===== src/rtl/mtf_pkg.sv =====
// ----------------------------------------------------------------------------
// mtf_pkg
// Shared constants, types and sequencer states of the minimum degree-sum
// triangle finder.
// ----------------------------------------------------------------------------
package mtf_pkg;

  // Graph size and counter widths.
  localparam int MAX_NODES   = 64;
  localparam int DEGREE_BITS = 12;
  localparam int NODE_W      = 6;
  localparam int ADDR_W      = $clog2(MAX_NODES);
  localparam int CNT_W       = $clog2(MAX_NODES + 1);

  // Result field and triangle sum arithmetic.
  localparam int OUT_W      = 14;
  localparam int SUM_W      = DEGREE_BITS + 2;
  localparam int CALC_W     = (SUM_W > OUT_W) ? SUM_W : OUT_W;
  localparam int TRI_OFFSET = 6;

  typedef logic [NODE_W-1:0]      node_t;
  typedef logic [ADDR_W-1:0]      addr_t;
  typedef logic [CNT_W-1:0]       cnt_t;
  typedef logic [MAX_NODES-1:0]   row_t;
  typedef logic [DEGREE_BITS-1:0] deg_t;
  typedef logic [OUT_W-1:0]       out_t;
  typedef logic [CALC_W-1:0]      calc_t;

  localparam deg_t DEG_MAX = '1;
  localparam out_t OUT_MAX = '1;

  // One node entry: its adjacency row and its degree counter.
  typedef struct packed {
    row_t row;
    deg_t deg;
  } entry_t;

  // Commands from the sequencer to the shared sum and compare unit.
  typedef struct packed {
    logic take_i;
    logic take_j;
    logic take_k;
    logic clear;
  } acc_ctl_t;

  typedef enum logic [3:0] {
    ST_IDLE,
    ST_INS_RD_A,
    ST_INS_WR_A,
    ST_INS_RD_B,
    ST_INS_WR_B,
    ST_SRCH_I,
    ST_SRCH_ROW,
    ST_SRCH_J,
    ST_SRCH_JROW,
    ST_SRCH_K,
    ST_SRCH_KSUM,
    ST_SRCH_DONE
  } state_t;

endpackage


===== src/rtl/mtf_store.sv =====
// ----------------------------------------------------------------------------
// mtf_store
// Node memory holding adjacency rows and degree counters, one read and one
// write port, with a valid bit per node so the whole graph clears at once.
// ----------------------------------------------------------------------------
module mtf_store (
  input  logic           clk,
  input  logic           rst,
  input  mtf_pkg::addr_t rd_addr,
  input  logic           wr_en,
  input  mtf_pkg::addr_t wr_addr,
  input  mtf_pkg::entry_t wr_entry,
  input  logic           clr,
  output mtf_pkg::entry_t rd_entry
);
  import mtf_pkg::*;

  entry_t               mem [MAX_NODES];
  logic [MAX_NODES-1:0] valid;
  entry_t               rd_data;
  logic                 rd_valid;

  // Memory array: write and registered read.
  always_ff @(posedge clk) begin
    if (wr_en) begin
      mem[wr_addr] <= wr_entry;
    end
    rd_data <= mem[rd_addr];
  end

  // Per-node valid bits; a node never written reads as an empty entry.
  always_ff @(posedge clk) begin
    if (rst || clr) begin
      valid    <= '0;
      rd_valid <= 1'b0;
    end else begin
      if (wr_en) begin
        valid[wr_addr] <= 1'b1;
      end
      rd_valid <= valid[rd_addr];
    end
  end

  assign rd_entry = rd_valid ? rd_data : '0;

endmodule


===== config.mk =====
export PLATFORM = sky130hd
export DESIGN_NAME = mtf_store
export DESIGN_NICKNAME = d
export VERILOG_FILES = /design/src/rtl/mtf_pkg.sv /design/src/rtl/mtf_store.sv
export SDC_FILE = /design/constraint.sdc
export NUM_CORES = 2
export LEC_CHECK = 0
export ABC_AREA = 0
export CAP_MARGIN = 20
export CORE_ASPECT_RATIO = 0.8
export CORE_MARGIN = 4
export CORE_UTILIZATION = 30
export CTS_CLUSTER_DIAMETER = 200
export DETAILED_ROUTE_END_ITERATION = 7
export DONT_BUFFER_PORTS = 1
export GPL_ROUTABILITY_DRIVEN = 0
export GPL_TIMING_DRIVEN = 0
export SYNTH_ARGS = -nofsm -noshare
export SYNTH_HDL_FRONTEND = slang
export SYNTH_MEMORY_MAX_BITS = 65536
export SYNTH_SLANG_ARGS = --single-unit

===== constraint.sdc =====
create_clock -name clk -period 6.5 [get_ports clk]
set_input_delay 0.65 -clock clk [delete_from_list [all_inputs] [get_ports clk]]
set_output_delay 0.65 -clock clk [all_outputs]
set_load 0.05 [all_outputs]

=== After elaboration in Yosys (flattened, before gate mapping) ===
Memory sizes are Yosys's and may differ from the RTL's. A register that Yosys moved wholly into a read port is not among the register bits.
Cells that the tools add are included.

* Register bits: 65
* RAM bits: 4864
* Input port bits: 92
* Output and inout bits: 76
* Word-level logic and storage cells: 16
* Memories: 1

{| class="wikitable"
|+ Memories
! name !! depth !! bits a word !! rd ports !! clocked after memory_dff !! wr ports !! RTL line !! text
|-
| mem || 64 || 76 || 1 || 1 || 1 || mtf_store.sv:18 || <nowiki>entry_t mem [MAX_NODES];</nowiki>
|}

* Order comparisons: 3
* Multiplexer cells: 7
* Bitwise operators: 1
* Reduce and logical (&&, ||, !) cells: 2

{| class="wikitable"
|+ Operator list
! operator !! count
|-
| 76-bit 2-to-1 mux || 1
|-
| 64-bit bitwise OR || 1
|-
| 6-bit by 7-bit less-than comparator with 1-bit output (second input constant) || 2
|-
| 1-bit binary-select mux with 6-bit select || 1
|-
| 1-bit demux with 6-bit select || 1
|-
| 6-bit by 1-bit greater-or-equal comparator with 1-bit output (second input constant) || 1
|-
| 1-bit 2-to-1 mux || 4
|-
| 1-bit logical AND || 1
|-
| 1-bit logical OR || 1
|}

=== Logic depth before layout (Yosys ltp) ===
* Depth in word-level cells: 5
* Mapped depth: 11
* Depth with buffers taken out: 5

=== Worst setup path after synthesis ===
Ideal clock, no wire load.

* Path type: input -> register
* From: in wr_en
* To: mem mem[40][0] in the netlist's numbering (enable)
* Setup time: 0.606 ns
* Data arrival time: 6.334 ns
* Required time: 5.894 ns
* Path slack: -0.440 ns
* Stages: 3
* Path buffers: 0
* Cells stage by stage: nor2b_1 nand3_1 nor3_1

* Word-level cells in the longest chain between the ends: 2

{| class="wikitable"
|+ RTL lines
! item !! RTL line !! text
|-
| from (decl) || mtf_store.sv:10 || <nowiki>input logic wr_en,</nowiki>
|-
| 1-bit 2-to-1 mux || mtf_store.sv:25 || <nowiki>if (wr_en) begin</nowiki>
|-
| 1-bit 2-to-1 mux (implied by the code) || mtf_store.sv:26 || <nowiki>mem[wr_addr] <= wr_entry;</nowiki>
|-
| to (decl) || mtf_store.sv:18 ||
|}

No other way between the ends.

==> implementation parameters <==
Parameter                              Value

Outcome
  Outcome    finished, final reports clean

Logic synthesis
  Synthesis warning total    0
  Leading cell types by count after synthesis    sky130_fd_sc_hd__edfxtp_1 (4864), sky130_fd_sc_hd__mux4_2 (1158), sky130_fd_sc_hd__mux2i_1 (322), sky130_fd_sc_hd__o22ai_1 (273), sky130_fd_sc_hd__nor2_1 (247)
  Mux contribution to synthesized area    between 15 and 20%
  Mean area per synthesized cell    roughly 23 um2
  Share of flip-flops with an asynchronous set or reset    0%
  Cell Area, Synth    approximately 190000 um2
  Biggest area contributors in the synthesized netlist    sky130_fd_sc_hd__edfxtp_1 (77%), sky130_fd_sc_hd__mux4_2 (14%), sky130_fd_sc_hd__mux2i_1 (1.7%), sky130_fd_sc_hd__dfxtp_1 (1.5%), sky130_fd_sc_hd__mux2_2 (1.1%)
  Top cell type's share of synthesized area    between 70% and 80%
  Number of distinct standard cells referenced by the synthesized netlist    47
  Register bit total from synthesis    around 5k
  Number of enable flip-flop cells after synthesis    about 4.9k
  Synthesized-area fraction occupied by ao, oa, aoi and oai cells    1.893%
  Adder-cell share of the synthesized area    0%
  Post-Syn Nets    between 8k and 9k
  Count leader, synth    sky130_fd_sc_hd__edfxtp_1
  Post-synth top flop    sky130_fd_sc_hd__edfxtp_1
  Largest family of logic cells by synthesized area    multiplexers
  Largest area contributor in the synthesized netlist    sky130_fd_sc_hd__edfxtp_1
  Simple-gate portion of the synthesized area    under 10%
  Post-synthesis cell count    8298
  Xor-xnor portion of the synthesized cell area    0%
  Sequential element share of the synthesized area    between 70 and 80%

Global route
  Global-route wire length before repair    780.2 mm
  Maximum number of pins on one net before global-route repair    65
  Total grt overflow    0
  Global-route layer with the greatest usage    met2
  Met2 Usage GRT    ~25%
  Met3 usage    around 5.2%
  Met1 global-route usage    approximately a quarter
  Vias in the first global route    a little over 90k
  Initial antenna violation count    59
  Global-route total usage across every layer    roughly 17%

Setup path
  Critical path cell sequence    clkbuf_1, clkbuf_2, and2_1
  Launch point of the critical path    rd_valid
  Endpoint of the lowest-slack register-to-register path    rd_data[0]
  Startpoint of the worst-slack reg-to-reg timing path    mem[23][0]
  Cell at the slowest stage of the critical path    sky130_fd_sc_hd__clkbuf_2
  Worst r2r path cells    4
  Startpoint-to-endpoint class of the critical path    reg -> out
  Maximum single-stage delay on the critical path    ~0.85 ns
  CP Data Required Time    5.85 ns
  Count of buffering cells on the critical path with inverters included    2
  Critical Path Fanout Max    11
  Kind of start point of the critical path    flop
  Crit-path leading delay family    buffers and inverters
  Reg2Reg Setup Slack    roughly 3.9 ns
  Data arrival time at the worst-slack endpoint    3.88 ns
  Sort of element at the end of the critical path    output port

STA
  Tcrit/Tclk final    a little over two thirds
  Final hold violation count    0
  Setup skew after layout    a little over 0.08 ns
  Setup Viol. Count Final    0
  Fin Setup TNS    0 ns
  Post-layout min period    approximately 4.5 ns
  RSZ-0062 raised after global routing    false
  Tightest hold margin    roughly 0.36 ns
  Final number of max-transition violations    0
  Remaining max-slew budget at the tightest pin    18.60%
  Transition at the pin with the smallest max-transition slack    1.221 ns
  Max Clk Rate    approximately 220 MHz
  Final Worst Setup Slack    just under 2 ns

CTS
  Number of buffers added by the clock tree synthesis step    about 470
  CTS clk-pin slew, worst paths    0.06 ns
  Bufs on Longest Clock Path    4
  Clock Latency Late Sink    approximately 1.1 ns
  CTS Root Cell    sky130_fd_sc_hd__clkbuf_16
  H-tree depth reported by CTS    5
  Clock tree from TritonCTS    done
  Number of sinks driven by the clock tree    5005
  Cells resized by post-CTS repair    0

Power
  Total internal power    51.97 mW
  Switch Pwr    around 14 mW
  Static leakage    just under 70 nW
  Peak supply drop    257.6 uV
  Part of the total power dissipated in the clock network    between 40 and 50%
  Combinational fraction of design power    under 10%
  Switching share of power    a little over a fifth
  Power Density    ~300 nW/um2
  Sequential cell fraction of total power    between 50% and 60%

Placed design
  Port bufs    0
  Post-DP HPWL    roughly 400 mm
  Place WS    1.160 ns

Final layout
  Combined area of the multi-input logic cells    just under 40000 um2
  Area added between synthesis and finish    18.44%
  Share of cells above drive strength 1    28.23%
  Number of inserted filler cells in the final layout    roughly 56k
  Sequential cell area    148900 um2
  Number of nets at the end of the flow    9297

Worst hold path
  Kind of path behind the tightest hold check    in -> reg
  Number of instances on the worst hold path    3
  Critical hold path startpoint    rst
  Hold path endpoint    valid[4]

Floorplan
  Area of the core region    approximately 630000 um2
  Count of standard-cell rows    260
  Initial core utilization    ~30%
  Floorplan die area    ~640000 um2
  Number of ports placed on the die boundary    about 170
  Floorplan die height    ~700 um
  Die span in x    896.4 um

Detailed routing
  Via count normalized by instance count    between 5 and 6
  Pre-antenna DRT Iters    5
  Wire length per cell    31.76 um
  Via count    95.43k
  Remaining DRCs    0
  Detailed Route Iter0 Violations    ~15k
  Total detailed-routing wirelength    about 570 mm
  Post-detailed-route count of antenna-violating nets    0

Job
  Number of max-cap violations    0
cell families after synthesis:
logic type / after synthesis
and+or+nand+nor: 606
AOI/OAI and AO/OA: 538
muxes: 1681
buffers and inverters: 468
DFF: 5005
cells in the final DEF, fill, tap and decap left out, drive strengths merged, types with 28 or more instances in the layout:
master | netlist | final
and2 | 78 | 78
o21a | 64 | 64
clkinv | 0 | 217
buf | 285 | 648
edfxtp | 4864 | 4864
dfxtp | 141 | 141
a21oi | 73 | 73
a211o | 64 | 64
dlygate4sd3 | 0 | 76
mux4 | 1158 | 1158
nor3 | 143 | 143
diode | 0 | 37
nor4 | 64 | 64
mux2i | 322 | 322
o22ai | 273 | 273
bufinv | 0 | 36
mux2 | 201 | 201
clkbuf | 181 | 782
a211oi | 28 | 28
nor2 | 247 | 247
how the worst max path moves through the flow:
stage                         to  slack, ns  cells after the start
finish              rd_entry[49]       1.97                      3
global route        rd_entry[37]       1.77                      3
CTS                 rd_entry[37]       1.87                      3
detailed placement   rd_data[18]       1.16                      9
global placement     mem[31][31]      -4.96                      4
floorplan              mem[0][0]       1.48                      4
cell type report:
class,instances,share of cell area (%)
Buffer,466,1.097
Sequential cell,5005,66.35
Multi-Input combinational cell,2825,17.20
Inverter,2,0.003346
Clock inverter,272,1.196
Tap cell,8384,4.675
Clock buffer,600,5.548
Antenna cell,37,0.04127
Timing Repair Buffer,440,3.881
sequential cells by signal, indices dropped and copies added (netlist names):
signal and count:
valid 64, rd_data 76, rd_valid 1, mem 4864
metal layers:
metal	routed length (um)	share of wire, %
met4	20740	3.6
met3	70460	12
met5	161	0.028
met1	228200	40
met2	253100	44
power by group through the flow:
stage / Clock (mW) / Combinational (mW) / Sequential [mW]
final: 27.0 / 3.70 / 35.7
after global routing: 28.8 / 3.87 / 35.7
after CTS: 27.4 / 3.70 / 35.7
after detailed placement: 0 / 3.02 / 36.4
after global placement: 0 / 2.90 / 36.4
after floorplan: 0 / 1.78 / 36.4
tightest hold or removal path: cells and delay by family:
family          cells  cell delay, ns
buf+inv             1            0.33
simple gates        1            0.21
compound gates      1            0.17
per-stage QoR:
step                instance area [um2]  util [%]  power, mW  std cells
finish                           224400     35.72      66.45      18030
global placement                 199900     31.83      39.34      16680
floorplan                        189500         -      38.19       8298
global route                     224300     35.71      68.36      18010
detailed placement               206300     32.84      39.43      16970
CTS                              224200     35.69      66.80      17990
timing repair:
action	CTS	global route
setup buffers	0	0
endpoints found under the setup margin	0	0
hold endpoints to repair	4864	0
hold buffers	152	0
(Power assumes the default switching activity.)
