$ cat src/rtl/mtf_pkg.sv
// ----------------------------------------------------------------------------
// mtf_pkg
// Shared constants, types and sequencer states of the minimum degree-sum
// triangle finder.
// ----------------------------------------------------------------------------
package mtf_pkg;

  // Graph size and counter widths.
  localparam int MAX_NODES   = 64;
  localparam int DEGREE_BITS = 12;
  localparam int NODE_W      = 6;
  localparam int ADDR_W      = $clog2(MAX_NODES);
  localparam int CNT_W       = $clog2(MAX_NODES + 1);

  // Result field and triangle sum arithmetic.
  localparam int OUT_W      = 14;
  localparam int SUM_W      = DEGREE_BITS + 2;
  localparam int CALC_W     = (SUM_W > OUT_W) ? SUM_W : OUT_W;
  localparam int TRI_OFFSET = 6;

  typedef logic [NODE_W-1:0]      node_t;
  typedef logic [ADDR_W-1:0]      addr_t;
  typedef logic [CNT_W-1:0]       cnt_t;
  typedef logic [MAX_NODES-1:0]   row_t;
  typedef logic [DEGREE_BITS-1:0] deg_t;
  typedef logic [OUT_W-1:0]       out_t;
  typedef logic [CALC_W-1:0]      calc_t;

  localparam deg_t DEG_MAX = '1;
  localparam out_t OUT_MAX = '1;

  // One node entry: its adjacency row and its degree counter.
  typedef struct packed {
    row_t row;
    deg_t deg;
  } entry_t;

  // Commands from the sequencer to the shared sum and compare unit.
  typedef struct packed {
    logic take_i;
    logic take_j;
    logic take_k;
    logic clear;
  } acc_ctl_t;

  typedef enum logic [3:0] {
    ST_IDLE,
    ST_INS_RD_A,
    ST_INS_WR_A,
    ST_INS_RD_B,
    ST_INS_WR_B,
    ST_SRCH_I,
    ST_SRCH_ROW,
    ST_SRCH_J,
    ST_SRCH_JROW,
    ST_SRCH_K,
    ST_SRCH_KSUM,
    ST_SRCH_DONE
  } state_t;

endpackage

$ cat src/rtl/mtf_acc.sv
// ----------------------------------------------------------------------------
// mtf_acc
// Shared sum and compare unit: forms the degree sum of each triangle, takes
// off the offset, saturates it and keeps the running minimum.
// ----------------------------------------------------------------------------
module mtf_acc (
  input  logic              clk,
  input  logic              rst,
  input  mtf_pkg::acc_ctl_t ctl,
  input  mtf_pkg::deg_t     deg,
  output logic              found,
  output mtf_pkg::out_t     best
);
  import mtf_pkg::*;

  deg_t                 deg_i;
  logic [DEGREE_BITS:0] pair;
  calc_t                sum;
  calc_t                adj;
  out_t                 tri_val;

  // Triangle value: sum of three degrees minus the offset, clamped to range.
  always_comb begin
    sum = calc_t'(pair) + calc_t'(deg);
    adj = (sum >= calc_t'(TRI_OFFSET)) ? sum - calc_t'(TRI_OFFSET) : '0;
    tri_val = (adj > calc_t'(OUT_MAX)) ? OUT_MAX : adj[OUT_W-1:0];
  end

  // Partial sums for the current first and second node.
  always_ff @(posedge clk) begin
    if (ctl.take_i) begin
      deg_i <= deg;
    end
    if (ctl.take_j) begin
      pair <= {1'b0, deg_i} + {1'b0, deg};
    end
  end

  // Running minimum and found flag.
  always_ff @(posedge clk) begin
    if (rst || ctl.clear) begin
      found <= 1'b0;
      best  <= OUT_MAX;
    end else if (ctl.take_k) begin
      found <= 1'b1;
      if (tri_val < best) begin
        best <= tri_val;
      end
    end
  end

  a_best_idle: assert property (@(posedge clk) disable iff (rst)
    !found |-> best == OUT_MAX)
    else $error("minimum moved without any triangle found");

endmodule

$ cat config.mk
export PLATFORM = sky130hd
export DESIGN_NAME = mtf_acc
export DESIGN_NICKNAME = d
export VERILOG_FILES = /design/src/rtl/mtf_pkg.sv /design/src/rtl/mtf_acc.sv
export SDC_FILE = /design/constraint.sdc
export NUM_CORES = 1
export LEC_CHECK = 0
export ABC_CLOCK_PERIOD_IN_PS = 7750
export BUFFER_PORTS_ARGS = -buffer_cell sky130_fd_sc_hd__buf_2
export CORE_MARGIN = 2
export CORE_UTILIZATION = 55
export DETAILED_ROUTE_END_ITERATION = 8
export PLACE_DENSITY = 0.8
export SLEW_MARGIN = 20
export SYNTH_ARGS = -nofsm -noshare
export SYNTH_HDL_FRONTEND = slang
export SYNTH_SLANG_ARGS = --single-unit
$ cat constraint.sdc
create_clock -name clk -period 7.75 [get_ports clk]
set_input_delay 0.775 -clock clk [delete_from_list [all_inputs] [get_ports clk]]
set_output_delay 0.775 -clock clk [all_outputs]
set_load 0.1 [all_outputs]
## Word-level counts from Yosys, hierarchy flattened

Index checks and enable logic that the tools add are counted.

| storage, ports and cells | value |
|---|---|
| register bits after elaboration | 40 |
| bits in latches | 0 |
| bits in writable memories | 0 |
| memory bits (read-only) | 0 |
| word-level logic and storage cells | 14 |
| memories kept | 0 |

| operators by class | value |
|---|---|
| add/sub/neg operators | 3 |
| multipliers | 0 |
| divide/modulo/power cells | 0 |
| order comparisons | 3 |
| equal/unequal tests | 0 |
| shift-type cells | 0 |
| mux-type cells | 2 |
| bitwise gates (word level) | 0 |
| reductions and logical operators | 2 |

Operator list:

| operator | count |
|---|---|
| $mux 14 | 2 |
| $add 13x12->14 | 1 |
| $ge 14x3->1 const B | 1 |
| $gt 14x14->1 const B | 1 |
| $lt 14x14->1 | 1 |
| $sub 14x3->14 const B | 1 |
| $add 12x12->13 | 1 |
| $reduce_and 2->1 | 1 |
| $logic_or 1x1->1 | 1 |

## Longest topological paths before layout

| logic depth | value |
|---|---|
| word-level depth | 7 |
| mapped depth | 20 |
| depth with buffers taken out | 19 |

## Worst setup path after synthesis

No wires, ideal clock.

| timing | value |
|---|---|
| kind | input to register |
| start point | input port deg[0] |
| end point | register best[11] |
| library setup time | 0.095 ns |
| arrival time | 4.938 ns |
| required time | 7.655 ns |
| setup slack | 2.717 ns |
| stages | 18 |
| buffers on the path | 2 |
| cell sequence | ha_1 > inv_1 > fa_1 > nand2b_1 > a21oi_1 > o21ai_0 > a2bb2o_1 > a2111oi_2 > and3_1 > clkbuf_2 > a21oi_1 > ha_1 > nand3_1 > or3_1 > o221ai_1 > clkbuf_1 > o21ai_0 > o311ai_1 |

| between the ends | value |
|---|---|
| longest elaborated chain between the ends | 7 |

Ends and longest elaborated chain:

| element | RTL line | text |
|---|---|---|
| from (decl) | mtf_acc.sv:10 | `input mtf_pkg::deg_t deg,` |
| $add 13x12->14 (*) | mtf_acc.sv:24 | `sum = calc_t'(pair) + calc_t'(deg);` |
| $sub 14x3->14 / $ge 14x3->1 (equally long branches) | mtf_acc.sv:25 | `adj = (sum >= calc_t'(TRI_OFFSET)) ? sum - calc_t'(TRI_OFFSET) : '0;` |
| $mux 14 (*) | mtf_acc.sv:25 |  |
| $gt 14x14->1 | mtf_acc.sv:26 | `tri_val = (adj > calc_t'(OUT_MAX)) ? OUT_MAX : adj[OUT_W-1:0];` |
| $mux 14 (*) | mtf_acc.sv:26 |  |
| net tri_val[10] | mtf_acc.sv:20 | `out_t tri_val;` |
| $lt 14x14->1 (*) | mtf_acc.sv:46 | `if (tri_val < best) begin` |
| $reduce_and 2->1 (no line) (*) | -- |  |
| to (signal assigned) | mtf_acc.sv:47 | `best <= tri_val;` |
| to (decl) | mtf_acc.sv:12 | `output mtf_pkg::out_t best` |

Mark *: on every way through the listed nets, which the timed path passes. The rest lies on a longest branch.
A chain may end at the register's enable or synchronous reset.

## Worst setup path after layout

| timing | value |
|---|---|
| start point | input port deg[0] |
| end point | register best[9] |

| between the ends | value |
|---|---|
| longest elaborated chain between the ends | 7 |

Ends and longest elaborated chain:

| element | RTL line |
|---|---|
| $add 13x12->14 (*) | mtf_acc.sv:24 |
| $sub 14x3->14 / $ge 14x3->1 (equally long branches) | mtf_acc.sv:25 |
| $mux 14 (*) | mtf_acc.sv:25 |
| $gt 14x14->1 | mtf_acc.sv:26 |
| $mux 14 (*) | mtf_acc.sv:26 |
| net tri_val[9] | mtf_acc.sv:20 |
| $lt 14x14->1 | mtf_acc.sv:46 |
| $reduce_and 2->1 (no line) | -- |

Marked as above.

==> summary.md <==
| Metric | Value |
|---|---|
| Status | finished, final reports clean |
| Distinct cells, synth | 64 |
| Routed wire length | 6832 um |
| Antenna-violating nets left | 0 |
| Ys flop type | edfxtp_1 |
| Starting DRC count in detailed routing | approximately 140 |
| Via Count | between 2000 and 3000 |
| Final hold viol count | 0 |
| Finished Layout Cells | around 470 |
| Global-route wire length before repair | 11320 um |
| Internal Power | between 500 and 600 uW |
| CTS tree | built |
| Worst Setup End Kind | flip-flop |
| Syn-to-layout area delta | 9.173% |
| Met2 wire len | ~3200 um |
| Slew margin rel. | approximately 45% |
| Delay-heaviest family, CP | compound AO/OA/AOI/OAI gates |
| WP data required | a little under 8 ns |
| Dpl hpwl | 5209 um |
| # rows | 28 |
| Die width | around 80 um |
| H-tree levels | 2 |
| Final Max Slew Viols | 0 |
| Cells after synthesis | about 360 |
| Initial antenna violation count | 0 |
| Clk slew on worst S/H paths | roughly 0.08 ns |
| Layout cells sized above 1 | 15.13% |
| Placer Congestion | approximately 0.89 |
| Core area | roughly 5900 sq um |
| Cell taking the most area after synthesis | edfxtp_1 |
| Flop-to-flop setup slack | ~2.5 ns |
| Syn Area/Cell | around 9.2 sq um |
| Pwr Density | about 240 nW/um^2 |
| Max stage delay on crit path | ~0.73 ns |
| CTS Buffer Depth | 2 |
| Final nets | roughly 450 |
| Die ar. | approximately 6700 sq um |
| Synth Net Count | 420 |
| Yosys top cell area share | ~23% |
| Worst reg2reg endpoint | best[9] |
| Register area share after synthesis | a little under a third |
| Worst setup SP type | primary input |
| Pleak | around 1.6 nW |
| Combinational power share | between 40% and 50% |
| # IOs | 33 |
| CTS resizes | 0 |
| R2r startpoint | pair[1] |
| Worst Hold Class | flip-flop to flip-flop |
| TritonCTS buffer count | 5 |
| Setup bufs post-CTS | 0 |
| Clk sinks | 40 |
| Worst VDD drop | 0.1083 mV |
| Via-per-instance ratio | a little over 6 |
| Hold buffers post-CTS | 0 |
| Final core occ | about three fifths |
| Pre-CTS setup slack | 1.647 ns |
| Worst EP arrival | approximately 5.7 ns |
| Post-DR wirelength/cell | ~15 um |
| Worst Hold Launch | found |
| Final period utilization | between 70% and 80% |
| Final Power | 856.4 uW |
| End of the worst hold path | found |
| Antenna diode count | 0 |
| # setup viols final | 0 |
| DRC violations left | 0 |
| GRT overflow | 0 |
| WL met1 | between 3000 and 4000 um |
| Final setup margin | 2.213 ns |
| Placed Cells incl. Taps | approximately 460 |
| Synth top area cells | edfxtp_1 (23%), ha_1 (14%), dfxtp_1 (9.1%) |
| Post-synth top cells | ha_1 (38), inv_1 (32), nor2_1 (32) |
| PortBufs | 32 |
| Worst Skew | 0.005528 ns |
| Most common cell in the netlist | ha_1 |
| Synth warn | 0 |
| Vias in the first global route | about 2500 |
| Final min period | 5.537 ns |
| Top Metal Used | met4 |
| Number of enable flip-flop cells after synthesis | 25 |
| GRT Total Usage | between 20% and 30% |
| Critical path fanouts, max | 11 |
| Switching power | 350.1 uW |
| Max-cap violations | 0 |
| Most used cell, CP | a21oi_1 |
| Sequential Power Share | between 30 and 40% |
| Total negative slack | 0 ns |
| F_max | ~0.18 GHz |
| Synth Register Bits | 40 |
| Clk Tree Root Cell | clkbuf_8 |
| Hold slack final | 0.4860 ns |
| WL met3 | 275 um |
| Drt pass-1 iters | 5 |
| CP bufs+invs | 2 |
| Clock power frac | roughly a fifth |
| Die Ht | a little over 80 um |
| Placed cell area | about 3500 sq um |
| Worst slew pin tran | 0.8290 ns |
| Asr flop ratio synth | 0% |
| Synthesized cell area | 3314 sq um |
| Largest net degree at the start of global routing | 15 |
| Initial core utilization | a little under three fifths |
| Clk_lat worst skew | ~0.3 ns |
| RSZ-0062 raised after global routing | false |
| Post-route cell area | 3618 sq um |
| Cells along the critical path | buf_2 > ha_1 > inv_1 > fa_1 > nand2b_1 > a21oi_1 > o21ai_0 > a2bb2o_1 > a2111oi_2 > and3_1 > nor2_1 > ha_1 > a21o_1 > a21oi_1 > o21ai_0 > a21oi_1 > o221a_2 > nand2_1 > a221o_2 |
| Hold Crit Depth | 2 |
| Slowest CP cell | a2111oi_2 |
| FF-to-FF path depth | 16 |
| Crit Path Class | primary input to flip-flop |
| Switching share of power | about 41% |
-- worst min-delay path: stages, from the launching register on --
cell and delay, ns:
dfxtp_1 0.33, nor2_1 0.05, nor2_1 0.07
-- metal layers --
| layer | GRT usage, % | up-vias |
|---|---|---|
| met1 | 29.11 | 1312 |
| li1 | - | 1422 |
| met4 | 4.000 | 0 |
| met2 | 36.15 | 69 |
| met3 | 3.736 | 6 |
| met5 | 0 | - |
-- placed cells by master, fill, tap and decap left out, types with 3 or more instances in the layout --
cell type	instances
a211oi_1	5
and2_1	6
nor3b_1	5
a21oi_1	16
clkbuf_8	7
a21o_1	11
nor2_1	32
o21bai_1	4
dfxtp_1	15
o21ai_0	20
a31oi_1	14
ha_1	38
nor4b_1	3
or2_2	6
or3_1	6
edfxtp_1	25
nor4_1	8
xnor2_1	15
nand2_1	12
a311oi_1	3
buf_2	32
xor2_1	3
a2111oi_0	4
a21boi_0	3
and3_1	3
nor3_1	9
inv_1	32
nand3_1	8
-- power groups by stage --
stage / logic, mW / clock network (mW) / registers, mW
2_1_floorplan: 0.287 / 0 / 0.315
3_3_place_gp: 0.400 / 0 / 0.266
3_5_place_dp: 0.407 / 0 / 0.267
4_1_cts: 0.411 / 0.182 / 0.263
5_1_grt: 0.461 / 0.190 / 0.266
6_report: 0.416 / 0.178 / 0.262
-- registers in the layout, summed over array words and instances, names as in the netlist --
register / flops
found: 1
best: 14
deg_i: 12
pair: 13
-- how the worst max path moves through the flow --
| stage | slack, ns | depth (start not counted) | from | endpoint |
|---|---|---|---|---|
| after floorplan | 2.72 | 18 | deg[0] | best[11] |
| after global placement | 1.88 | 17 | deg[0] | best[9] |
| after detailed placement | 1.65 | 17 | deg[0] | best[9] |
| after CTS | 1.92 | 17 | deg[0] | best[9] |
| after global routing | 1.75 | 19 | deg[0] | best[9] |
| final | 2.21 | 19 | deg[0] | best[9] |
-- cell families (layout without fill, tap and decap cells) --
kind of cell / after synthesis / after routing / share of synthesized area, %
and+or+nand+nor: 108 / 108 / 17.55
adders and majority gates: 40 / 40 / 15.55
DFF: 40 / 40 / 31.71
muxes: 1 / 1 / 0.3020
xor gates and xnor gates: 18 / 18 / 4.757
AOI/OAI and AO/OA: 111 / 111 / 24.16
buffers and inverters: 44 / 72 / 5.964
-- area by class of cell --
cell class | instances | area, sq um
sequential | 40 | 1051
tap | 75 | 93.84
timing repair buffer | 32 | 160.2
fill | 498 | 2267
inverter | 32 | 120.1
multi-input combinational | 278 | 2072
clock buffer | 8 | 121.4
(Power assumes the default switching activity.)
