[src/rtl/mtf_pkg.sv]
// ----------------------------------------------------------------------------
// mtf_pkg
// Shared constants, types and sequencer states of the minimum degree-sum
// triangle finder.
// ----------------------------------------------------------------------------
package mtf_pkg;

  // Graph size and counter widths.
  localparam int MAX_NODES   = 64;
  localparam int DEGREE_BITS = 12;
  localparam int NODE_W      = 6;
  localparam int ADDR_W      = $clog2(MAX_NODES);
  localparam int CNT_W       = $clog2(MAX_NODES + 1);

  // Result field and triangle sum arithmetic.
  localparam int OUT_W      = 14;
  localparam int SUM_W      = DEGREE_BITS + 2;
  localparam int CALC_W     = (SUM_W > OUT_W) ? SUM_W : OUT_W;
  localparam int TRI_OFFSET = 6;

  typedef logic [NODE_W-1:0]      node_t;
  typedef logic [ADDR_W-1:0]      addr_t;
  typedef logic [CNT_W-1:0]       cnt_t;
  typedef logic [MAX_NODES-1:0]   row_t;
  typedef logic [DEGREE_BITS-1:0] deg_t;
  typedef logic [OUT_W-1:0]       out_t;
  typedef logic [CALC_W-1:0]      calc_t;

  localparam deg_t DEG_MAX = '1;
  localparam out_t OUT_MAX = '1;

  // One node entry: its adjacency row and its degree counter.
  typedef struct packed {
    row_t row;
    deg_t deg;
  } entry_t;

  // Commands from the sequencer to the shared sum and compare unit.
  typedef struct packed {
    logic take_i;
    logic take_j;
    logic take_k;
    logic clear;
  } acc_ctl_t;

  typedef enum logic [3:0] {
    ST_IDLE,
    ST_INS_RD_A,
    ST_INS_WR_A,
    ST_INS_RD_B,
    ST_INS_WR_B,
    ST_SRCH_I,
    ST_SRCH_ROW,
    ST_SRCH_J,
    ST_SRCH_JROW,
    ST_SRCH_K,
    ST_SRCH_KSUM,
    ST_SRCH_DONE
  } state_t;

endpackage

[src/rtl/mtf_if.sv]
// ----------------------------------------------------------------------------
// mtf_if
// Valid/ready channels of the triangle finder: edge items in, results out.
// ----------------------------------------------------------------------------
interface mtf_edge_if;
  import mtf_pkg::*;

  logic  valid;
  logic  ready;
  node_t node_a;
  node_t node_b;
  logic  last_edge;

  modport source (output valid, node_a, node_b, last_edge, input ready);
  modport sink (input valid, node_a, node_b, last_edge, output ready);
endinterface

interface mtf_result_if;
  import mtf_pkg::*;

  logic valid;
  logic ready;
  logic found;
  out_t min_outside_degree;

  modport source (output valid, found, min_outside_degree, input ready);
  modport sink (input valid, found, min_outside_degree, output ready);
endinterface

[src/rtl/mtf_ctrl.sv]
// ----------------------------------------------------------------------------
// mtf_ctrl
// Sequencer: inserts each edge by read-modify-write of both endpoint entries,
// then on the last edge walks all node triples and hands out the result.
// ----------------------------------------------------------------------------
module mtf_ctrl (
  input  logic              clk,
  input  logic              rst,
  mtf_edge_if.sink          edges,
  mtf_result_if.source      result,
  input  mtf_pkg::entry_t   rd_entry,
  input  logic              acc_found,
  input  mtf_pkg::out_t     acc_best,
  output mtf_pkg::addr_t    rd_addr,
  output logic              wr_en,
  output mtf_pkg::addr_t    wr_addr,
  output mtf_pkg::entry_t   wr_entry,
  output logic              clr,
  output mtf_pkg::acc_ctl_t acc_ctl
);
  import mtf_pkg::*;

  state_t state;
  state_t state_next;
  node_t  a_r;
  node_t  b_r;
  logic   last_r;
  addr_t  i_cnt;
  cnt_t   j_cnt;
  cnt_t   k_cnt;
  row_t   row_i;
  row_t   cand;
  logic   out_valid;
  logic   out_found;
  out_t   out_val;
  logic   accept;
  logic   in_range;
  logic   load_out;
  logic   j_end;
  logic   k_end;
  deg_t   deg_inc;

  assign accept   = edges.valid && edges.ready;
  assign in_range = (int'(edges.node_a) < MAX_NODES) && (int'(edges.node_b) < MAX_NODES);
  assign j_end    = (j_cnt == cnt_t'(MAX_NODES));
  assign k_end    = (k_cnt == cnt_t'(MAX_NODES));
  assign deg_inc  = (rd_entry.deg == DEG_MAX) ? rd_entry.deg : rd_entry.deg + 1'b1;

  // Next state.
  always_comb begin
    state_next = state;
    unique case (state)
      ST_IDLE: begin
        if (accept) begin
          if (in_range) state_next = ST_INS_RD_A;
          else if (edges.last_edge) state_next = ST_SRCH_I;
        end
      end
      ST_INS_RD_A: state_next = ST_INS_WR_A;
      ST_INS_WR_A: state_next = ST_INS_RD_B;
      ST_INS_RD_B: state_next = ST_INS_WR_B;
      ST_INS_WR_B: state_next = last_r ? ST_SRCH_I : ST_IDLE;
      ST_SRCH_I:   state_next = ST_SRCH_ROW;
      ST_SRCH_ROW: state_next = ST_SRCH_J;
      ST_SRCH_J: begin
        if (j_end) begin
          state_next = (i_cnt == addr_t'(MAX_NODES - 1)) ? ST_SRCH_DONE : ST_SRCH_I;
        end else if (row_i[j_cnt[ADDR_W-1:0]]) begin
          state_next = ST_SRCH_JROW;
        end
      end
      ST_SRCH_JROW: state_next = ST_SRCH_K;
      ST_SRCH_K: begin
        if (k_end) state_next = ST_SRCH_J;
        else if (cand[k_cnt[ADDR_W-1:0]]) state_next = ST_SRCH_KSUM;
      end
      ST_SRCH_KSUM: state_next = ST_SRCH_K;
      ST_SRCH_DONE: begin
        if (!out_valid || result.ready) state_next = ST_IDLE;
      end
      default: state_next = ST_IDLE;
    endcase
  end

  // Outputs: memory port, shared unit commands and handshake.
  always_comb begin
    edges.ready = 1'b0;
    rd_addr     = '0;
    wr_en       = 1'b0;
    wr_addr     = a_r[ADDR_W-1:0];
    wr_entry    = '0;
    clr         = 1'b0;
    load_out    = 1'b0;
    acc_ctl     = '0;
    unique case (state)
      ST_IDLE:     edges.ready = 1'b1;
      ST_INS_RD_A: rd_addr = a_r[ADDR_W-1:0];
      ST_INS_WR_A: begin
        wr_en        = 1'b1;
        wr_addr      = a_r[ADDR_W-1:0];
        wr_entry.row = rd_entry.row | (row_t'(1) << b_r);
        wr_entry.deg = deg_inc;
      end
      ST_INS_RD_B: rd_addr = b_r[ADDR_W-1:0];
      ST_INS_WR_B: begin
        wr_en        = 1'b1;
        wr_addr      = b_r[ADDR_W-1:0];
        wr_entry.row = rd_entry.row | (row_t'(1) << a_r);
        wr_entry.deg = deg_inc;
      end
      ST_SRCH_I:    rd_addr = i_cnt;
      ST_SRCH_ROW:  acc_ctl.take_i = 1'b1;
      ST_SRCH_J:    rd_addr = j_cnt[ADDR_W-1:0];
      ST_SRCH_JROW: acc_ctl.take_j = 1'b1;
      ST_SRCH_K:    rd_addr = k_cnt[ADDR_W-1:0];
      ST_SRCH_KSUM: acc_ctl.take_k = 1'b1;
      ST_SRCH_DONE: begin
        if (!out_valid || result.ready) begin
          load_out      = 1'b1;
          clr           = 1'b1;
          acc_ctl.clear = 1'b1;
        end
      end
      default: ;
    endcase
  end

  // State register.
  always_ff @(posedge clk) begin
    if (rst) begin
      state <= ST_IDLE;
    end else begin
      state <= state_next;
    end
  end

  // Edge latch and walk counters.
  always_ff @(posedge clk) begin
    if (accept) begin
      a_r    <= edges.node_a;
      b_r    <= edges.node_b;
      last_r <= edges.last_edge;
      i_cnt  <= '0;
    end
    unique case (state)
      ST_INS_WR_B: i_cnt <= '0;
      ST_SRCH_ROW: begin
        row_i <= rd_entry.row;
        j_cnt <= cnt_t'(i_cnt) + 1'b1;
      end
      ST_SRCH_J: begin
        if (j_end) begin
          i_cnt <= i_cnt + 1'b1;
        end else if (!row_i[j_cnt[ADDR_W-1:0]]) begin
          j_cnt <= j_cnt + 1'b1;
        end
      end
      ST_SRCH_JROW: begin
        cand  <= row_i & rd_entry.row;
        k_cnt <= j_cnt + 1'b1;
      end
      ST_SRCH_K: begin
        if (k_end) begin
          j_cnt <= j_cnt + 1'b1;
        end else if (!cand[k_cnt[ADDR_W-1:0]]) begin
          k_cnt <= k_cnt + 1'b1;
        end
      end
      ST_SRCH_KSUM: k_cnt <= k_cnt + 1'b1;
      default: ;
    endcase
  end

  // Result register: parts the walk from the output side.
  always_ff @(posedge clk) begin
    if (rst) begin
      out_valid <= 1'b0;
    end else if (load_out) begin
      out_valid <= 1'b1;
    end else if (result.ready) begin
      out_valid <= 1'b0;
    end
  end

  always_ff @(posedge clk) begin
    if (load_out) begin
      out_found <= acc_found;
      out_val   <= acc_found ? acc_best : '0;
    end
  end

  assign result.valid              = out_valid;
  assign result.found              = out_found;
  assign result.min_outside_degree = out_val;

  a_j_after_i: assert property (@(posedge clk) disable iff (rst)
    (state == ST_SRCH_J && !j_end) |-> j_cnt > cnt_t'(i_cnt))
    else $error("second node not above first node");

  a_k_after_j: assert property (@(posedge clk) disable iff (rst)
    (state == ST_SRCH_K && !k_end) |-> k_cnt > j_cnt)
    else $error("third node not above second node");

  a_out_from_done: assert property (@(posedge clk) disable iff (rst)
    $rose(out_valid) |-> $past(state == ST_SRCH_DONE))
    else $error("result raised outside the end of a walk");

  a_busy_not_ready: assert property (@(posedge clk) disable iff (rst)
    (accept && in_range) |=> !edges.ready)
    else $error("new edge offered while an insert is in progress");

endmodule

[src/flat_wrapper.sv]
// flat-port wrapper written by rule: the top's interface ports become plain ports
module mtf_ctrl_flat import mtf_pkg::*;
  (clk, rst, rd_entry, acc_found, acc_best, rd_addr, wr_en, wr_addr, wr_entry, clr, acc_ctl, edges_valid, edges_node_a, edges_node_b, edges_last_edge, edges_ready, result_valid, result_found, result_min_outside_degree, result_ready);
  mtf_edge_if edges_i ();
  mtf_result_if result_i ();
  input  logic clk;
  input  logic rst;
  input  mtf_pkg::entry_t rd_entry;
  input  logic acc_found;
  input  mtf_pkg::out_t acc_best;
  output mtf_pkg::addr_t rd_addr;
  output logic wr_en;
  output mtf_pkg::addr_t wr_addr;
  output mtf_pkg::entry_t wr_entry;
  output logic clr;
  output mtf_pkg::acc_ctl_t acc_ctl;
  input wire logic [$bits(edges_i.valid)-1:0] edges_valid;
  input wire logic [$bits(edges_i.node_a)-1:0] edges_node_a;
  input wire logic [$bits(edges_i.node_b)-1:0] edges_node_b;
  input wire logic [$bits(edges_i.last_edge)-1:0] edges_last_edge;
  output wire logic [$bits(edges_i.ready)-1:0] edges_ready;
  output wire logic [$bits(result_i.valid)-1:0] result_valid;
  output wire logic [$bits(result_i.found)-1:0] result_found;
  output wire logic [$bits(result_i.min_outside_degree)-1:0] result_min_outside_degree;
  input wire logic [$bits(result_i.ready)-1:0] result_ready;
  assign edges_i.valid = edges_valid;
  assign edges_i.node_a = edges_node_a;
  assign edges_i.node_b = edges_node_b;
  assign edges_i.last_edge = edges_last_edge;
  assign edges_ready = edges_i.ready;
  assign result_valid = result_i.valid;
  assign result_found = result_i.found;
  assign result_min_outside_degree = result_i.min_outside_degree;
  assign result_i.ready = result_ready;
  mtf_ctrl u_core (.clk(clk), .rst(rst), .edges(edges_i), .result(result_i), .rd_entry(rd_entry), .acc_found(acc_found), .acc_best(acc_best), .rd_addr(rd_addr), .wr_en(wr_en), .wr_addr(wr_addr), .wr_entry(wr_entry), .clr(clr), .acc_ctl(acc_ctl));
endmodule
[config.mk]
export PLATFORM = sky130hd
export DESIGN_NAME = mtf_ctrl_flat
export DESIGN_NICKNAME = d
export VERILOG_FILES = /design/src/rtl/mtf_pkg.sv /design/src/rtl/mtf_if.sv /design/src/rtl/mtf_ctrl.sv /design/src/flat_wrapper.sv
export SDC_FILE = /design/constraint.sdc
export NUM_CORES = 1
export LEC_CHECK = 0
export BUFFER_PORTS_ARGS = -buffer_cell sky130_fd_sc_hd__buf_2
export CORE_MARGIN = 5
export CORE_UTILIZATION = 40
export CTS_BUF_LIST = sky130_fd_sc_hd__clkbuf_4
export CTS_CLUSTER_SIZE = 8
export DETAILED_ROUTE_END_ITERATION = 8
export MAX_ROUTING_LAYER = met4
export SLEW_MARGIN = 20
export SYNTH_ARGS = -nofsm -noshare
export SYNTH_HDL_FRONTEND = slang
export SYNTH_SLANG_ARGS = --single-unit
[constraint.sdc]
create_clock -name clk -period 22.4 [get_ports clk]
set_clock_uncertainty 0.05 [all_clocks]
set_input_delay 1.12 -clock clk [delete_from_list [all_inputs] [get_ports clk]]
set_output_delay 1.12 -clock clk [all_outputs]
set_load 0.05 [all_outputs]
Yosys cells after proc, flatten, opt, wreduce, memory -nomap -nowiden
Cells that the tools add are included.
- register bits: 181
- input bits: 108
- output and inout bits: 111
- logic and storage cells: 96
- add/subtract/negate cells: 5
- magnitude comparators: 2
- equality and inequality tests: 24
- shifts and indexed selects: 2
- mux-type cells: 36
- bitwise logic cells: 3
- reductions and logical operators: 12
- operator list (cell ; count):
    76-bit one-hot mux with 2 select lines ; 1
    64-bit OR ; 2
    1-bit by 6-bit << shifter with 64-bit output, first input constant ; 2
    64-bit AND ; 1
    4-bit one-hot mux with 11 select lines ; 1
    7-bit one-hot mux with 3 select lines ; 2
    7-bit two-way mux ; 5
    6-bit one-hot mux with 5 select lines ; 1
    4-bit two-way mux ; 7
    6-bit two-way mux ; 3
    4-bit by 3-bit == test with 1-bit output, second input constant ; 4
    4-bit == test, second input constant ; 4
    7-bit by 1-bit adder with 7-bit output, second input constant ; 2
    7-bit == test, second input constant ; 2
    6-bit by 7-bit < comparator with 1-bit output, second input constant ; 2
    12-bit by 1-bit adder with 12-bit output, second input constant ; 1
    1-bit binary-select mux with 6-bit select ; 2
    12-bit == test, second input constant ; 1
    12-bit two-way mux ; 1
    6-bit one-hot mux with 2 select lines ; 1
    1-bit two-way mux ; 11
    4-bit by 2-bit == test with 1-bit output, second input constant ; 2
    2-bit != test, second input constant ; 4
    4-bit AND reduction ; 2
    15 further kinds ; 20

Longest topological paths before layout
Gate-level depths: netlist of run 1.
- depth in word-level cells: 6
- mapped depth: 10
- mapped depth without buffers: 8

Least setup slack after synthesis of run 1
No wires, ideal clock.
- path kind: register to output
- start: register u_core.state[3]
- end: output acc_ctl[2] (netlist bit)
- data arrival time: 9.121 ns
- data required time: 21.230 ns
- path slack: 12.109 ns
- stages on the path, launching flop included: 4
- buffers on the path: 2
- path through: dfxtp_1 -> clkbuf_1 -> clkbuf_1 -> nor4b_1
- RTL lines (what ; RTL line ; source):
    start: declaration ; mtf_ctrl.sv:23 ; state_t state;
    start signal: assignment ; mtf_ctrl.sv:133 ; state <= state_next;
    end: declaration ; flat_wrapper.sv:16 ; output mtf_pkg::acc_ctl_t acc_ctl;

==> Implementation_results.wiki, run 1 <==
{| class="wikitable"
! Metric !! Value
|-
| Kind of cell adding the most delay to the critical path || simple AND/OR/NAND/NOR gates
|-
| Share of the synthesized area in the top cell type || 55.11%
|-
| CTS Sinks || 181
|-
| Top-Level Pins || 219
|-
| Post-synthesis share of cell area spent on xor and xnor gates || 2.080%
|-
| Final WS setup || 17.14 ns
|-
| Number of rows created at floorplan || 55
|-
| Average via count per standard cell || 5.478
|-
| Final standard cell count with taps included and fillers excluded || 1274
|-
| Maximum number of pins on one net before global-route repair || 78
|-
| Post-synthesis adder-cell area fraction || 0.8104%
|-
| Number of antenna violations at the first check in global routing || 3
|-
| H-tree lvl count || 4
|-
| Crit path required time || 21.23 ns
|-
| Pin slew with the least headroom to its limit || 1.221 ns
|-
| Buffers & Inverters on Critical Path || 2
|-
| Post-synthesis cell count || 768
|-
| TritonCTS Buffers || 17
|-
| DRC violations left || 0
|-
| TritonCTS clock tree || built
|-
| Post-cts hold buffer count || 0
|-
| Flip-flop and latch count after synthesis || 181
|-
| Via count of the first global-routing pass || 6782
|-
| Dominant cell by count in the synthesized netlist || sky130_fd_sc_hd__edfxtp_1
|-
| Finished layout cell area || 10910 sq um
|-
| Max transition margin || 18.28%
|-
| Critical path startpoint category || register
|-
| Worst supply voltage drop on vdd || 0.04776 mV
|-
| Met3 WL post-DR || 1.680 mm
|-
| Status || complete, no violations
|-
| Global-route wire length before repair || 39.50 mm
|-
| Sum of net half-perimeters after detailed placement || 19.12 mm
|-
| Clock insertion delay at the later pin of the skew report || 0.55 ns
|-
| Post-synthesis sequential area ratio || 57.48%
|-
| Number of warnings issued by yosys || 0
|-
| Synth cell count leaders || sky130_fd_sc_hd__edfxtp_1 (170), sky130_fd_sc_hd__nor2_1 (111), sky130_fd_sc_hd__a21oi_1 (82)
|-
| Final critical-path share of the clock period || 23.47%
|-
| Ys async rst share || 0%
|-
| Y dimension of the die || 162.2 microns
|-
| Average size of a mapped cell || 12.06 sq um
|-
| Critical path class || reg2out
|-
| Power Density || 86.04 nW/um^2
|-
| Remaining antenna violation count after routing || 0
|-
| Leak pwr || 0.004167 uW
|-
| Slew Limit Fails || 0
|-
| Cts repair resizes || 0
|-
| Placed instance area || 10630 sq um
|-
| Pre-CTS setup slack || 17.83 ns
|-
| Longest individual stage delay on the worst path || 0.94 ns
|-
| Largest family of logic cells by synthesized area || simple AND/OR/NAND/NOR gates
|-
| Synthesized net count || 882
|-
| Clock-pin slew reported for the worst setup and hold paths after clock tree synthesis || 0.16 ns
|-
| Library cell appearing most often on the critical path || sky130_fd_sc_hd__nor2_1
|-
| Placeable core region || 22710 sq um
|-
| Final hold vios || 0
|-
| Post-synthesis instance area || 9264 sq um
|-
| Met1 routed wirelength after detailed routing || 11.35 mm
|-
| Biggest area consumer among synthesized cells || sky130_fd_sc_hd__edfxtp_1
|-
| Number of synthesized flops with an enable pin || 170
|-
| Setup TNS || 0 ns
|-
| Startpoint of the worst-slack reg-to-reg timing path || u_core.j_cnt[0]
|-
| Top_reg_cell synth || sky130_fd_sc_hd__edfxtp_1
|-
| Max_cap viols || 0
|-
| Global route overflow || 0
|-
| Total power after layout || 938.5 uW
|-
| Mux cell area share after synthesis || 12.02%
|-
| Distinct cells, synth || 54
|-
| Initial drt markers || 594
|-
| Global-route usage over all layers || 20.38%
|-
| Port bufs || 218
|-
| Die width || 162.2 microns
|-
| Critical path cell sequence || nor4b_4, buf_4, mux2_2, nor2_1, a21oi_1, nor2_1, buf_2
|-
| Number of iterations in the first detailed-routing pass || 5
|-
| Simple-gate share of the synthesized area || 15.92%
|-
| Hold Path Origin || u_core.i_cnt[2]
|-
| Setup repair after global routing missed its margin || no
|-
| Final setup violation count || 0
|-
| Proportion of layout cells with a drive suffix above 1 || 31.34%
|-
| Final routed wire length divided by cell count || 20.81 microns
|-
| Layout overhead on the synthesized area || 17.73%
|-
| Total via count in the routed design || 6979
|-
| Area enclosed by the die boundary || 26300 sq um
|-
| Length of routed met2 wiring || 12.68 mm
|-
| Critical path endpoint category || output port
|-
| Number of nets in the finished design || 1087
|-
| Drt total wl || 26.52 mm
|-
| Time the final worst path needs with I/O delays and setup || 5.257 ns
|-
| Placed instance count || 1239
|-
| Data arrival time of the worst path || 4.09 ns
|-
| Effective utilization at floorplan || 40.79%
|-
| Critical path launch point || u_core.state[2]
|-
| Maximum number of buffers from clock root to sink || 2
|-
| Synthesized-area fraction occupied by ao, oa, aoi and oai cells || 9.198%
|-
| Clock tree root driver cell || sky130_fd_sc_hd__clkbuf_4
|-
| Highest metal used || met4
|-
| Top achievable clock speed || 0.1902 GHz
|-
| Final estimated routing congestion in global placement || 0.8422
|-
| Biggest area contributors in the synthesized netlist || sky130_fd_sc_hd__edfxtp_1 (55%), sky130_fd_sc_hd__mux4_2 (8.3%), sky130_fd_sc_hd__and2_1 (5.5%)
|-
| Crit Path Max Fanout || 32
|-
| Setup slack, reg-to-reg || 18.60 ns
|-
| # Post-CTS Setup Buffers || 0
|-
| Standard cell with the maximum stage delay on the critical path || sky130_fd_sc_hd__nor2_1
|-
| Path type of the worst min-delay path || reg2reg
|}
[cells by family after synthesis]
group | count (synthesis)
and+or+nand+nor | 289
DFF | 181
AOI/OAI and AO/OA | 148
muxes | 66
buffers and inverters | 56
xor gates and xnor gates | 22
adders and majority gates | 6
[flip-flops by register name (all words and copies together), names as in the netlist]
register	flops
u_core.a_r	6
u_core.b_r	6
u_core.j_cnt	7
u_core.last_r	1
u_core.result.found	1
u_core.k_cnt	7
u_core.state	4
u_core.result.valid	1
u_core.i_cnt	6
u_core.row_i	64
u_core.result.min_outside_degree	14
u_core.cand	64
[per-stage QoR]
stage	util, %	hold WS [ns]
floorplan	-	0.4172
global placement	46.79	0.4635
detailed placement	46.80	0.4798
CTS	47.98	0.5080
global route	48.03	0.5361
finish	48.03	0.5102
[report_power, final]
part | switching (uW) | internal (uW)
Sequential | 26.6 | 401
Combinational | 249 | 86.0
Clock | 118 | 57.7
Total | 394 | 544
[worst paths after layout]
path,cells after the start,endpoint
setup / recovery,7,wr_entry[60]
hold / removal,1,u_core.i_cnt[2]
setup reg to reg,6,u_core.j_cnt[3]
hold reg to reg,1,u_core.i_cnt[2]
[final cells by class]
cell class	count	area (sq um)
inverters	14	52.55
flip-flops and latches	181	5325
multi-input cells	531	3731
repair buffers	228	1166
fillers	2130	11800
clock inverters	15	140.1
diodes	3	7.507
well taps	285	356.6
clock buffers	17	127.6
[layout by cell type (no fill, tap or decap), drive strengths merged, types with 2 or more instances in the layout]
| master | count |
|---|---|
| a31o | 2 |
| a31oi | 15 |
| nor2b | 5 |
| or3 | 2 |
| and3 | 4 |
| o21bai | 2 |
| clkbuf | 17 |
| dfxtp | 11 |
| inv | 21 |
| nand2 | 30 |
| nor4bb | 2 |
| nor3 | 8 |
| mux4 | 35 |
| a22oi | 7 |
| nor2 | 111 |
| nor4b | 3 |
| buf | 228 |
| diode | 3 |
| nand3 | 12 |
| nor4 | 3 |
| edfxtp | 170 |
| xnor2 | 11 |
| nand2b | 9 |
| mux2 | 9 |
| a211oi | 6 |
| clkinv | 6 |
| nand4 | 7 |
| o21ai | 24 |
| or4 | 2 |
| and2 | 81 |
| mux2i | 22 |
| xor2 | 11 |
| ha | 6 |
| a21oi | 82 |
| nor3b | 8 |
[layer usage]
metal / GRT usage, % / vias up
met5: - / -
met4: 7.805 / 0
met3: 3.375 / 37
met2: 32.15 / 285
met1: 26.67 / 3390
li1: - / 3267
(Power assumes the default switching activity.)
==> run 2: changes to the inputs <==
- clock period: 22.4 -> 5.4 ns (I/O delays scaled with it)
==> run 2 against run 1 <==
Effect of this change:
- final cell count grew 7.8%
- critical path type unchanged
- utilization grew 4.7 points
- die area is the same
- critical path depth grew 1
- count of clock-buffer cells in the layout is the same
- hold slack lost 0.46 ns
- sequential share of layout area shrank 4.3 points
- combinational power grew to 4.4 times the previous value
- via count grew 6.9%
- global-route usage grew 1.3 points
==> Implementation_results.wiki, run 2 (same netlist as run 1, synthesis figures left out) <==
{| class="wikitable"
! Metric !! Value
|-
| TritonCTS Buffers || 17 (unchanged)
|-
| Proportion of layout cells with a drive suffix above 1 || 29.10% (was 31.34%)
|-
| DRC violations left || 0 (unchanged)
|-
| H-tree lvl count || 4 (unchanged)
|-
| Initial drt markers || 545 (was 594)
|-
| TritonCTS clock tree || built (unchanged)
|-
| Path type of the worst min-delay path || in2reg (was reg2reg)
|-
| Slew Limit Fails || 0 (unchanged)
|-
| Critical path class || reg2out (unchanged)
|-
| Status || complete, no violations (unchanged)
|-
| Time the final worst path needs with I/O delays and setup || 4.275 ns
|-
| Total via count in the routed design || 7462 (was 6979)
|-
| Remaining antenna violation count after routing || 0 (unchanged)
|-
| GR Layer Usage met1 || 28.42% (was 26.67%)
|-
| Worst supply voltage drop on vdd || 0.1791 mV (was 0.04776 mV)
|-
| Number of nets in the finished design || 1187 (was 1087)
|-
| Number of iterations in the first detailed-routing pass || 5 (unchanged)
|-
| Global-route usage over all layers || 21.66% (was 20.38%)
|-
| # Post-CTS Setup Buffers || 0 (unchanged)
|-
| Effective utilization at floorplan || 40.79% (unchanged)
|-
| Clock insertion delay at the later pin of the skew report || 0.59 ns (was 0.55 ns)
|-
| Maximum number of pins on one net before global-route repair || 78 (unchanged)
|-
| Maximum number of buffers from clock root to sink || 2 (unchanged)
|-
| Max transition margin || 18.61% (was 18.28%)
|-
| GR Layer Usage met3 || 2.969% (was 3.375%)
|-
| Placeable core region || 22710 sq um (unchanged)
|-
| Routing layer with the top usage in global route || met2 (unchanged)
|-
| Final hold vios || 0 (unchanged)
|-
| Die width || 162.2 microns (unchanged)
|-
| Clock-pin slew reported for the worst setup and hold paths after clock tree synthesis || 0.14 ns (was 0.16 ns)
|-
| Clock tree root driver cell || sky130_fd_sc_hd__clkbuf_4 (unchanged)
|-
| Crit path required time || 5.08 ns (was 21.23 ns)
|-
| Setup repair after global routing missed its margin || no (unchanged)
|-
| Most used cells in the layout excluding fill and tap cells || sky130_fd_sc_hd__buf_2 (218), sky130_fd_sc_hd__edfxtp_1 (170), sky130_fd_sc_hd__nor2_1 (110) (was sky130_fd_sc_hd__buf_2 (218), sky130_fd_sc_hd__edfxtp_1 (170), sky130_fd_sc_hd__nor2_1 (109))
|-
| Top achievable clock speed || 0.2339 GHz
|-
| Number of rows created at floorplan || 55 (unchanged)
|-
| Max_cap viols || 0 (unchanged)
|-
| Average via count per standard cell || 5.435 (was 5.478)
|-
| Leak pwr || 0.004614 uW (was 0.004167 uW)
|-
| Global-route wire length before repair || 42.28 mm (was 39.50 mm)
|-
| Layout overhead on the synthesized area || 29.20% (was 17.73%)
|-
| Crit Path Max Fanout || 32 (unchanged)
|-
| Final routed wire length divided by cell count || 20.32 microns (was 20.81 microns)
|-
| Y dimension of the die || 162.2 microns (unchanged)
|-
| Pin slew with the least headroom to its limit || 1.216 ns (was 1.221 ns)
|-
| Drt total wl || 27.91 mm (was 26.52 mm)
|-
| Power Density || 339.0 nW/um^2 (was 86.04 nW/um^2)
|-
| Via count of the first global-routing pass || 7296 (was 6782)
|-
| Critical path startpoint category || register (unchanged)
|-
| Placed instance area || 10690 sq um (was 10630 sq um)
|-
| Grt met2 use || 35.46% (was 32.15%)
|-
| Final setup violation count || 0 (unchanged)
|-
| Setup slack, reg-to-reg || 1.89 ns (was 18.60 ns)
|-
| Setup TNS || 0 ns (unchanged)
|-
| Final critical-path share of the clock period || 79.16%
|-
| CTS Sinks || 181 (unchanged)
|-
| Final estimated routing congestion in global placement || 0.8473 (was 0.8422)
|-
| Finished layout cell area || 11970 sq um (was 10910 sq um)
|-
| Data arrival time of the worst path || 3.95 ns (was 4.09 ns)
|-
| Commonest non-fill, non-tap cell in the layout || sky130_fd_sc_hd__buf_2 (unchanged)
|-
| Top-Level Pins || 219 (unchanged)
|-
| Critical path endpoint category || output port (unchanged)
|-
| Sum of net half-perimeters after detailed placement || 19.92 mm (was 19.12 mm)
|-
| Cts repair resizes || 0 (unchanged)
|-
| Global route overflow || 0 (unchanged)
|-
| Area enclosed by the die boundary || 26300 sq um (unchanged)
|-
| Number of antenna violations at the first check in global routing || 1 (was 3)
|-
| Port bufs || 218 (unchanged)
|}
[run 2: cell types whose count changed in the layout (fill, tap and decap cells not counted), moves of 3 or more]
cell	before	now
sky130_fd_sc_hd__buf_4	10	14
sky130_fd_sc_hd__inv_6	6	3
sky130_fd_sc_hd__clkinv_4	3	0
sky130_fd_sc_hd__dlygate4sd3_1	0	94
sky130_fd_sc_hd__inv_8	1	5
[run 2: worst max-delay path, stage by stage (launching register included)]
cell and delay [ns]:
sky130_fd_sc_hd__dfxtp_1 0.91, sky130_fd_sc_hd__nor4b_4 0.32, sky130_fd_sc_hd__buf_4 0.35, sky130_fd_sc_hd__mux2_2 0.42, sky130_fd_sc_hd__nor2_1 0.61, sky130_fd_sc_hd__buf_4 0.29
sky130_fd_sc_hd__a21oi_1 0.07, sky130_fd_sc_hd__nor2_1 0.12, sky130_fd_sc_hd__buf_2 0.29
[run 2: per-layer routing]
metal	up-vias	share of wire [%]
li1	3467	-
met1	3600	42
met2	355	49
met3	40	7.2
met4	0	1.8
met5	-	0
[run 2: repair_timing]
item,in CTS,in global routing
hold buffers,94,0
setup endpoints to repair,0,0
hold endpoints to repair,160,0
[run 2: area by class of cell]
type                       instances  area, sq um
fill                            1990        10740
multi-input combinational        531         3744
timing repair buffer             328         2172
inverter                          14        52.55
antenna                            2        5.005
clock buffer                      17        127.6
clock inverter                    15        186.4
tap                              285        356.6
sequential                       181         5325
[run 2: path summary, 6_finish.rpt]
check	startpoint	endpoint	cells past startpoint
max	u_core.state[2]	wr_entry[63]	8
min	edges_valid	u_core.state[0]	4
max reg2reg	u_core.j_cnt[0]	u_core.j_cnt[1]	6
min reg2reg	u_core.i_cnt[5]	u_core.i_cnt[5]	2
[run 2: where the power goes]
| group | leakage, uW | internal (uW) | switching (uW) | total [uW] |
|---|---|---|---|---|
| clock | 0.000162 | 297 | 517 | 814 |
| combinational | 0.00281 | 413 | 1050 | 1460 |
| sequential | 0.00164 | 1660 | 118 | 1780 |
| total | 0.00461 | 2370 | 1690 | 4060 |
[run 2: stage by stage]
stage                     total power (uW)  setup WS (ns)  cells  hold slack, ns  util [%]
after floorplan                       2809         0.7263    768          0.2924         -
after global placement                3216          1.685   1244          0.3976     47.08
after detailed placement              3218          1.669   1244          0.3989     47.08
after CTS                             4082         0.9897   1370        0.006353     52.61
after global routing                  4235         0.8587   1373         0.03056     52.71
final                                 4058          1.125   1373         0.05134     52.71
